[src/sv/brse_pkg.sv]
// Shared constants for the bitmap row span extractor.
// No dependencies; imported by bitmap_row_span_extractor.
package brse_pkg;

  // Pixel positions, widths and span coordinates are all one byte wide.
  localparam int unsigned PIX_W = 8;

  // Default number of runs recorded per row.
  localparam int unsigned MAX_RUNS_DEF = 5;

  // Number of start/end slot pairs in one row result.
  localparam int unsigned OUT_SLOTS = 5;

  // Row width after reset.
  localparam logic [PIX_W-1:0] GLYPH_WIDTH_RST = 8'd32;

endpackage

[src/sv/bitmap_row_span_extractor.sv]
// Bitmap row span extractor: top level, run tracking and row result register.
// Depends on brse_pkg for widths, slot count and reset constants.
//
//   Channel   Direction  Handshake              Word
//   in_       input      in_valid / in_ready    in_pixel_bit, one pixel of a row
//   out_      output     out_valid / out_ready  five start/end pairs and too_curvy
//   cfg_      input      cfg_wr_en, no wait     cfg_wr_data, the glyph width
//
// One pixel is taken per cycle unless in_ready is low. The last pixel of a row
// loads the result register at the same edge, so the word appears in the next cycle.
// Reset (rst_n low, synchronous) sets the width to 32 and empties the row state.
// A pending result only stalls the input when the next pixel would end a row.
module bitmap_row_span_extractor
  import brse_pkg::*;
#(
  parameter int unsigned MAX_RUNS = MAX_RUNS_DEF
) (
  input  logic             clk,
  input  logic             rst_n,

  input  logic             cfg_wr_en,
  input  logic [PIX_W-1:0] cfg_wr_data,

  input  logic             in_valid,
  output logic             in_ready,
  input  logic             in_pixel_bit,

  output logic             out_valid,
  input  logic             out_ready,
  output logic [PIX_W-1:0] out_start_0,
  output logic [PIX_W-1:0] out_end_0,
  output logic [PIX_W-1:0] out_start_1,
  output logic [PIX_W-1:0] out_end_1,
  output logic [PIX_W-1:0] out_start_2,
  output logic [PIX_W-1:0] out_end_2,
  output logic [PIX_W-1:0] out_start_3,
  output logic [PIX_W-1:0] out_end_3,
  output logic [PIX_W-1:0] out_start_4,
  output logic [PIX_W-1:0] out_end_4,
  output logic             out_too_curvy
);

  // Run counter holds 0..MAX_RUNS; a run index holds 0..MAX_RUNS-1.
  localparam int unsigned CNT_W  = $clog2(MAX_RUNS + 1);
  localparam int unsigned RIDX_W = (MAX_RUNS > 1) ? $clog2(MAX_RUNS) : 1;

  typedef logic [PIX_W-1:0] pix_t;

  // Configuration and row state.
  pix_t             width_r;
  pix_t             pos_r;
  logic [CNT_W-1:0] cnt_r;
  logic             inside_r;
  logic             ovf_r;
  pix_t             starts_r [MAX_RUNS];
  pix_t             ends_r   [MAX_RUNS];

  // Next values of the row state for the pixel on the input.
  logic [CNT_W-1:0] cnt_nxt;
  logic             inside_nxt;
  logic             ovf_nxt;
  pix_t             starts_nxt [MAX_RUNS];
  pix_t             ends_nxt   [MAX_RUNS];

  // Result register.
  logic             out_valid_r;
  pix_t             slot_start_r [OUT_SLOTS];
  pix_t             slot_end_r   [OUT_SLOTS];
  logic             too_curvy_r;
  pix_t             slot_start_nxt [OUT_SLOTS];
  pix_t             slot_end_nxt   [OUT_SLOTS];

  pix_t             width_eff;
  logic [PIX_W:0]   pos_inc;
  logic             row_end;
  logic             in_acc;
  logic [CNT_W-1:0] cnt_last;
  logic [CNT_W-1:0] cnt_nxt_last;

  // A width of zero behaves as a width of one.
  assign width_eff = (width_r == '0) ? pix_t'(1) : width_r;
  assign pos_inc   = {1'b0, pos_r} + 1'b1;
  // The row ends on this pixel once position plus one reaches the width. This
  // is a compare rather than an equality so that a width lowered mid-row still
  // closes the row on the next pixel.
  assign row_end   = pos_inc >= {1'b0, width_eff};

  // Pixels that do not close a row never touch the result register, so they
  // may pass while a result waits.
  assign in_ready  = !out_valid_r || out_ready || !row_end;
  assign in_acc    = in_valid && in_ready;

  assign cnt_last     = cnt_r - 1'b1;
  assign cnt_nxt_last = cnt_nxt - 1'b1;

  // Run tracking for one pixel. A falling edge of the pixel stream closes the
  // open run at the current position; a rising edge opens a new run while a
  // slot is free, and otherwise only marks the row as too curvy. On the last
  // pixel of a row a run that is still open is closed at the row edge.
  always_comb begin
    starts_nxt = starts_r;
    ends_nxt   = ends_r;
    cnt_nxt    = cnt_r;
    inside_nxt = inside_r;
    ovf_nxt    = ovf_r;
    if (inside_r && !in_pixel_bit) begin
      if (cnt_r != '0) begin
        ends_nxt[cnt_last[RIDX_W-1:0]] = pos_r;
      end
      inside_nxt = 1'b0;
    end else if (!inside_r && in_pixel_bit) begin
      if (cnt_r < CNT_W'(MAX_RUNS)) begin
        starts_nxt[cnt_r[RIDX_W-1:0]] = pos_r;
        cnt_nxt    = cnt_r + 1'b1;
        inside_nxt = 1'b1;
      end else begin
        ovf_nxt = 1'b1;
      end
    end
    if (row_end && inside_nxt && (cnt_nxt != '0)) begin
      ends_nxt[cnt_nxt_last[RIDX_W-1:0]] = pos_inc[PIX_W-1:0];
    end
  end

  // Slot selection for the row result. Slots past the last run repeat it; a
  // blank row centers every slot on half the programmed width.
  always_comb begin
    for (int k = 0; k < OUT_SLOTS; k++) begin
      if (cnt_nxt == '0) begin
        slot_start_nxt[k] = width_r >> 1;
        slot_end_nxt[k]   = width_r >> 1;
      end else if (k < int'(cnt_nxt)) begin
        slot_start_nxt[k] = starts_nxt[RIDX_W'(k)];
        slot_end_nxt[k]   = ends_nxt[RIDX_W'(k)];
      end else begin
        slot_start_nxt[k] = starts_nxt[cnt_nxt_last[RIDX_W-1:0]];
        slot_end_nxt[k]   = ends_nxt[cnt_nxt_last[RIDX_W-1:0]];
      end
    end
  end

  // Control state: width, row counters and result valid.
  always_ff @(posedge clk) begin
    if (!rst_n) begin
      width_r     <= GLYPH_WIDTH_RST;
      pos_r       <= '0;
      cnt_r       <= '0;
      inside_r    <= 1'b0;
      ovf_r       <= 1'b0;
      out_valid_r <= 1'b0;
    end else begin
      if (cfg_wr_en) begin
        width_r <= cfg_wr_data;
      end
      if (in_acc) begin
        if (row_end) begin
          pos_r    <= '0;
          cnt_r    <= '0;
          inside_r <= 1'b0;
          ovf_r    <= 1'b0;
        end else begin
          pos_r    <= pos_inc[PIX_W-1:0];
          cnt_r    <= cnt_nxt;
          inside_r <= inside_nxt;
          ovf_r    <= ovf_nxt;
        end
      end
      if (in_acc && row_end) begin
        out_valid_r <= 1'b1;
      end else if (out_ready) begin
        out_valid_r <= 1'b0;
      end
    end
  end

  // Payload: run coordinates and the result word. Run slots are always written
  // before they are read within a row, so they need no clearing.
  always_ff @(posedge clk) begin
    if (in_acc) begin
      starts_r <= starts_nxt;
      ends_r   <= ends_nxt;
      if (row_end) begin
        slot_start_r <= slot_start_nxt;
        slot_end_r   <= slot_end_nxt;
        too_curvy_r  <= ovf_nxt;
      end
    end
  end

  assign out_valid     = out_valid_r;
  assign out_start_0   = slot_start_r[0];
  assign out_end_0     = slot_end_r[0];
  assign out_start_1   = slot_start_r[1];
  assign out_end_1     = slot_end_r[1];
  assign out_start_2   = slot_start_r[2];
  assign out_end_2     = slot_end_r[2];
  assign out_start_3   = slot_start_r[3];
  assign out_end_3     = slot_end_r[3];
  assign out_start_4   = slot_start_r[4];
  assign out_end_4     = slot_end_r[4];
  assign out_too_curvy = too_curvy_r;

  // The run counter never passes the number of slots.
  a_cnt_bound: assert property (@(posedge clk) disable iff (!rst_n)
    cnt_r <= CNT_W'(MAX_RUNS))
    else $error("run counter above MAX_RUNS");

  // Being inside a run means at least one run was started.
  a_inside_cnt: assert property (@(posedge clk) disable iff (!rst_n)
    inside_r |-> (cnt_r != '0))
    else $error("inside a run with no run recorded");

  // The overflow flag is only set once every slot is taken.
  a_ovf_full: assert property (@(posedge clk) disable iff (!rst_n)
    ovf_r |-> (cnt_r == CNT_W'(MAX_RUNS)))
    else $error("too-curvy flag with free run slots");

  // A row end empties the row state.
  a_row_clear: assert property (@(posedge clk) disable iff (!rst_n)
    (in_acc && row_end) |=> (pos_r == '0) && (cnt_r == '0) && !inside_r && !ovf_r)
    else $error("row state not cleared after row end");

  // A result only appears after the last pixel of a row.
  a_out_source: assert property (@(posedge clk) disable iff (!rst_n)
    $rose(out_valid_r) |-> $past(in_acc && row_end))
    else $error("result raised without a row end");

endmodule

[config.mk]
export PLATFORM = sky130hd
export DESIGN_NAME = bitmap_row_span_extractor
export DESIGN_NICKNAME = d
export VERILOG_FILES = /design/src/sv/brse_pkg.sv /design/src/sv/bitmap_row_span_extractor.sv
export SDC_FILE = /design/constraint.sdc
export NUM_CORES = 1
export LEC_CHECK = 0
export BUFFER_PORTS_ARGS = -buffer_cell sky130_fd_sc_hd__buf_2
export CORE_AREA = 2 2 173 175
export CTS_CLUSTER_DIAMETER = 120
export DETAILED_ROUTE_END_ITERATION = 10
export DIE_AREA = 0 0 175 177
export HOLD_SLACK_MARGIN = 0.05
export PLACE_DENSITY = 0.61
export RECOVER_POWER = 50
export SLEW_MARGIN = 40
export SYNTH_ARGS = -nofsm -noshare
export SYNTH_HDL_FRONTEND = slang
export SYNTH_SLANG_ARGS = --single-unit
[constraint.sdc]
create_clock -name clk -period 7.66 [get_ports clk]
set_input_delay 0.383 -clock clk [delete_from_list [all_inputs] [get_ports clk]]
set_output_delay 0.383 -clock clk [all_outputs]
set_load 0.02 [all_outputs]
==> results of run 1 <==
==> per-stage QoR <==
stage / cells / power [W] / setup WS [ns] / hold slack, ns / utilization
6_report: 1448 / 0.00264 / 1.15 / 0.164 / 0.392
5_1_grt: 1448 / 0.00273 / 0.729 / 0.169 / 0.392
4_1_cts: 1448 / 0.00266 / 1.79 / 0.150 / 0.397
3_5_place_dp: 1416 / 0.00174 / 1.85 / 0.509 / 0.376
3_3_place_gp: 1413 / 0.00173 / 1.48 / 0.505 / 0.374
2_1_floorplan: 970 / 0.00156 / 0.577 / 0.485 / -
==> final cells by class <==
| class | count | area, µm² | area share |
|---|---|---|---|
| Timing Repair Buffer | 119 | 568 | 0.0496 |
| Clock inverter | 15 | 185 | 0.0162 |
| Clock buffer | 17 | 425 | 0.0371 |
| Tap cell | 390 | 488 | 0.0426 |
| Multi-Input combinational cell | 693 | 4400 | 0.384 |
| Inverter | 31 | 121 | 0.0106 |
| Sequential cell | 183 | 5280 | 0.460 |
==> worst max-delay path: cells and delay by family (launching register included) <==
kind                     cells  cell delay, ns
multiplexers                 1            0.22
flip-flops                   1            0.82
AND/OR/NAND/NOR              3            1.20
AO/OA/AOI/OAI                8            2.62
buffers and inverters        1            0.54
adder cells (fa/ha/maj)      2            0.83
==> synthesized netlist by cell type (5+ instances only) <==
cell type  instances
a31oi_1            6
nor2b_1           20
and3_1             7
nand3_1           17
o21ai_1           53
ha_1              15
a211oi_1          18
mux2i_1           64
nor4_1             6
a221o_1           12
dfxtp_1           22
nor2_1           102
nor3_1            18
mux2_2            30
a21oi_1           72
o211ai_1          16
nand2_1           99
inv_2              7
edfxtp_1         161
clkbuf_1          56
o221ai_1           8
o22ai_1            5
a22oi_1           10
o21ai_0           23
inv_1             23
o21a_1            14
==> report_power, final <==
part / leakage, nW / total [W] / internal, W / switching [W]
registers: 1.71 / 0.00119 / 0.00116 / 0.0000270
logic: 2.34 / 0.000524 / 0.000167 / 0.000357
clock network: 0.299 / 0.000925 / 0.000496 / 0.000429
==> metal layers <==
metal / vias up / global-route usage / routed length, µm
li1: 3798 / - / -
met1: 4182 / 0.292 / 14300
met2: 450 / 0.356 / 16200
met3: 79 / 0.0432 / 2630
met4: 0 / 0.0858 / 1150
met5: - / 0 / 0
==> kinds of logic (layout without fill, tap and decap cells) <==
family / Yosys count / in the layout / share of synthesized area
and+or+nand+nor: 295 / 295 / 0.132
muxes: 94 / 94 / 0.0977
buffers and inverters: 94 / 182 / 0.0356
AOI/OAI and AO/OA: 283 / 283 / 0.184
xor gates and xnor gates: 6 / 6 / 0.00525
DFF: 183 / 183 / 0.527
adders and majority gates: 15 / 15 / 0.0187
==> path summary, 6_finish.rpt <==
kind | end | from | slack (ns)
max | out_end_1[6] | pos_r[1] | 1.15
min | width_r[5] | cfg_wr_data[5] | 0.16
max reg2reg | out_end_1[6] | pos_r[1] | 1.15
min reg2reg | ovf_r | ovf_r | 0.52
==> layout by cell type, fill, tap and decap left out, types with 5 or more instances in the layout <==
cell type  instances
o221ai_1           8
o21a_1            14
mux2_1            25
mux2_2             5
a22oi_1           10
dfxtp_1           21
a21oi_1           72
and3_1             7
clkbuf_1          89
inv_1             25
o21ai_1           16
mux2i_1           64
clkbuf_16         17
buf_4             12
nand2_1           98
a221o_1           12
nor2b_1           20
nor4_1             6
edfxtp_1         161
buf_2             14
ha_1              15
nor2_1           101
nand3_1           17
o211ai_1          16
o21ai_0           60
a211oi_1          19
nor3_1            18
inv_6              6
a31oi_1            5
o22ai_1            5
==> impl_metrics.tcl, run 1 <==
set metrics [dict create \
    grt_max_degree 82 \
    gp_congestion 0.966 \
    min_path_cells 3 \
    start_util 0.343 \
    max_cap_violations 1 \
    reg.largest.list "ends_r x40, starts_r x40" \
    core_mm2 0.0292 \
    worst_slew_pin_slew_ns 1.76 \
    finClkSkew_ns 0.0148 \
    path_max_fanout 15 \
    cp-end-kind "register" \
    path_class "register to register" \
    dr.pass1.iters 5 \
    cts_root_buf "clkbuf_16" \
    clkSinkCount 183 \
    maxSlewViolCount 8 \
    grt_pass1_vias 8177 \
    fill_cells 2902 \
    max_freq_ghz 0.154 \
    clockBufferDepth 2 \
    grt_usage 0.220 \
    synth_area_leaders "edfxtp_1, mux2i_1, dfxtp_1" \
    clk_latency_ns 0.44 \
    ant_nets 0 \
    grt_pass1_wl_um 51100 \
    syn_to_final_growth_pct 14.4 \
    antenna_found_initial 0 \
    dieArea_mm2 0.0310 \
    synth.distinct_cells 65 \
    relSlewSlack -0.184 \
    drc 0 \
    synth_area_mm2 0.0100 \
    period_minus_slack_ns 6.51 \
    hold_path.class "input pin to register" \
    synth_cells 970 \
    ys.warnings.count 0 \
    path_cells "ha_1 -> and3_1 -> a31oi_1 -> nor2_1 -> ha_1 -> a21o_1 -> a21oi_1 -> o21ai_1 -> o21ai_0 -> clkbuf_1 -> nor2_1 -> o311ai_1 -> o211ai_1 -> mux2i_1 -> o21ai_1" \
    worst_path_largest_cell_delay_ns 1.14 \
    htreeDepth 4 \
    crit_slowest_cell "o21ai_0" \
    grt_remaining_overflow 0 \
    num_io_pins 97 \
    diodes 0 \
    ff2ff_path_depth 15 \
    via_count 8509 \
    fin_tns_setup_ns 0 \
    cts_buffers 17 \
    synth.yosys.seq_area_share 0.527 \
    rsz0062_at_grt "no" \
    rows 63 \
    final_net_count 1074 \
    vdd_drop_max_uv 137 \
    p_leak_nw 4.35 \
    cts_hold_buf 0 \
    drive_above_1_share 0.0775 \
    wire_per_inst_um 23.7 \
    status "complete, but fails checks" \
    cp.arrival_ns 6.68 \
    cts_tree "built" \
    numPortBuffers 96 \
    dpl.hpwl_um 24500 \
    fin_area_mm2 0.0115 \
    setup_violations 0 \
    dr.first_iter.drc_count 1176 \
    via_per_inst 5.88 \
    dpl_cell_area_mm2 0.0110 \
    synth_nets 999 \
    finalCritPeriodShare 0.850 \
    violations "max-capacitance violations, max-slew violations" \
    path_clk_slew_ns 0.07 \
    synth-main-ff-cell "edfxtp_1" \
    avgSynthCellArea_um2 10.3 \
    yosysTopAreaCell "edfxtp_1" \
    post_cts_buffers 0 \
    synth_seq_cells 183 \
    synth_edf_count 161 \
    start_kind "register" \
    p_per_area_mw_per_mm2 230 \
    hold_viol 0 \
    cts_resized 0 \
    async_flop_share 0 \
    synth_top_area_share 0.483 \
    die_h_um 177 \
    die_x_um 175 \
    routed_wirelength_um 34400 \
    required_ns 7.83 \
]
Note: power is estimated with default switching activity, not from simulation.
==> inputs of run 2 (changes only) <==
- ABC_AREA: unset -> 1
- CORE_AREA: 2 2 173 175 -> 2 2 180 182
- DIE_AREA: 0 0 175 177 -> 0 0 182 184
- PLACE_DENSITY: 0.61 -> 0.63
- clock period: 7.66 -> 5.8 ns (I/O delays scaled with it)
==> run 2 against run 1 <==
  * The flow now finishes without violations
  * Via count grew 14%
  * Design area grew 5.8%
  * Worst setup slack lost 0.38 ns
  * Largest power group unchanged
  * Critical path type unchanged
  * Non-clock buffer count shrank 12
==> impl_metrics.tcl, run 2 <==
set metrics [dict create \
    status "complete, no violations" \
    grt_remaining_overflow 0 \
    htreeDepth 4 \
    cts_hold_buf 1 \
    layout_common_cells "nand2_1, inv_1, edfxtp_1" \
    fin_area_mm2 0.0121 \
    cts_buffers 17 \
    worst_slew_pin_slew_ns 1.03 \
    maxSlewViolCount 0 \
    path_class "register to register" \
    vdd_drop_max_uv 215 \
    cts_root_buf "clkbuf_16" \
    multi_input_area_mm2 0.00456 \
    via_count 9707 \
    ant_nets 0 \
    dieArea_mm2 0.0335 \
    clockBufferDepth 2 \
    hold_viol 0 \
    start_util 0.348 \
    finalCritPeriodShare 0.867 \
    die_h_um 184 \
    min-delay-start "cfg_wr_data[5]" \
    grt_pass1_vias 8953 \
    die_x_um 182 \
    path_clk_slew_ns 0.09 \
    whs_endpoint "width_r[5]" \
    ff2ff_path_depth 19 \
    synth_seq_cells 183 \
    async_flop_share 0 \
    cell_internal_pwr_w 0.00234 \
    cp.arrival_ns 5.21 \
    syn_to_final_growth_pct 10.9 \
    dpl_cell_area_mm2 0.0117 \
    finClkSkew_ns 0.0175 \
    rsz0062_at_grt "no" \
    synth_area_leaders "edfxtp_1, nand2_1, inv_1" \
    grt_max_degree 82 \
    setup_violations 0 \
    cp-end-kind "register" \
    worst_slack_ns 0.773 \
    numPortBuffers 96 \
    min_path_cells 3 \
    post_cts_buffers 0 \
    grt_usage 0.195 \
    dr.first_iter.drc_count 839 \
    p_total_w 0.00353 \
    antenna_found_initial 0 \
    max_cap_violations 0 \
    avgSynthCellArea_um2 7.71 \
    dpl.hpwl_um 22000 \
    r2r_slack_ns 0.77 \
    reg.largest.list "ends_r x40, starts_r x40" \
    final_net_count 1520 \
    switchingPower_w 0.00119 \
    wire_per_inst_um 17.0 \
    yosysTopAreaCell "edfxtp_1" \
    synth_area_mm2 0.0109 \
    p_comb_frac 0.229 \
    path_max_fanout 21 \
    hold_slack_ns 0.0638 \
    synth.distinct_cells 43 \
    core_mm2 0.0314 \
    p_leak_nw 5.63 \
    ys.warnings.count 0 \
    required_ns 5.99 \
    drc 0 \
    clkSinkCount 183 \
    max_freq_ghz 0.199 \
    seqCellArea_mm2 0.00528 \
    fin_tns_setup_ns 0 \
    worstReg2RegEnd "out_end_3[0]" \
    rr_startpoint "inside_r" \
    start_kind "register" \
    gp_congestion 0.953 \
    drive_above_1_share 0.0705 \
    synth_commonest_cells "nand2_1, inv_1, edfxtp_1" \
    hold_path.class "input pin to register" \
    fill_cells 3260 \
    synth.yosys.seq_area_share 0.482 \
    synth_cells 1419 \
    yosysMostFrequentCell "nand2_1" \
    dr.pass1.iters 5 \
    via_per_inst 5.09 \
    period_minus_slack_ns 5.03 \
    pre_cts_slack_ns 1.16 \
    cts_resized 0 \
    power_frac_seq 0.445 \
    clk_latency_ns 0.46 \
    grt_pass1_wl_um 50400 \
    routed_wirelength_um 32300 \
    num_io_pins 97 \
    synth_nets 1448 \
    synth-main-ff-cell "edfxtp_1" \
    switching_share 0.337 \
    rows 65 \
    synth_edf_count 161 \
    mostFrequentLayoutCell "nand2_1" \
    power_frac_clock 0.326 \
    synth_top_area_share 0.442 \
    relSlewSlack 0.310 \
    cts_tree "built" \
    diodes 0 \
    p_per_area_mw_per_mm2 291 \
]
## run 2: cell count changes in the layout (fill, tap and decap cells not counted), moves of 19 or more
cell      previous run  this run
nand3_1             17        94
mux2_1              25         0
nor2_1             101        52
inv_1               25       181
nor2b_1             20         0
nand2_1             98       541
a211oi_1            19         0
o21ai_0             60       107
mux2i_1             64         0
## run 2: critical path, cell delays in order, from the launching register on
cell	delay, ns
dfxtp_1	0.35
nor2_1	0.55
nand2_1	0.12
nand2_1	0.10
nand3_2	0.32
inv_1	0.78
ha_1	0.26
inv_1	0.06
nor2_2	0.27
nand2_1	0.33
inv_1	0.68
nand2_1	0.10
nand2_1	0.10
nand2_1	0.06
nand3_1	0.09
nand2_1	0.08
nor2_2	0.23
nand3_1	0.11
nand2_1	0.10
nand2_1	0.06
## run 2: cell families (layout without fill, tap and decap cells)
kind of cell	after synthesis	in the layout	synth area share
AOI/OAI and AO/OA	223	223	0.113
buffers and inverters	256	341	0.0974
xor gates and xnor gates	1	1	0.000801
DFF	183	183	0.482
adders and majority gates	15	15	0.0172
and+or+nand+nor	741	741	0.289
## run 2: per-layer routing
layer	vias to the layer above	wire, µm	GRT usage
met5	-	0	0
met4	0	1040	0.0794
met3	53	2810	0.0404
met2	445	14200	0.301
met1	4490	14300	0.267
li1	4719	-	-
## run 2: worst max path at each step
stage,start,endpoint,slack [ns],cells after the start
2_1_floorplan,pos_r[1],out_end_0[0],0.13,18
3_3_place_gp,pos_r[0],out_end_1[4],0.93,19
3_5_place_dp,pos_r[0],out_end_3[4],1.16,19
4_1_cts,pos_r[0],out_end_3[4],1.15,19
5_1_grt,inside_r,out_end_0[0],0.44,19
6_report,inside_r,out_end_3[0],0.77,19
## run 2: cell type report
type	instances	share of cell area
Multi-Input combinational cell	980	0.376
Clock inverter	14	0.0108
Sequential cell	183	0.435
Inverter	202	0.0630
Timing Repair Buffer	107	0.0383
Tap cell	402	0.0415
Clock buffer	18	0.0354
## run 2: metrics by stage
step / utilization / instances
after floorplan: - / 1419
after global placement: 0.372 / 1872
after detailed placement: 0.373 / 1872
after CTS: 0.391 / 1905
after global routing: 0.386 / 1906
final: 0.386 / 1906
## run 2: power groups by stage
stage,sequential [W],clock [W],combinational (W)
global placement,0.00160,0,0.000796
global route,0.00157,0.00121,0.000913
CTS,0.00157,0.00116,0.000813
floorplan,0.00161,0,0.000593
detailed placement,0.00160,0,0.000810
finish,0.00157,0.00115,0.000809
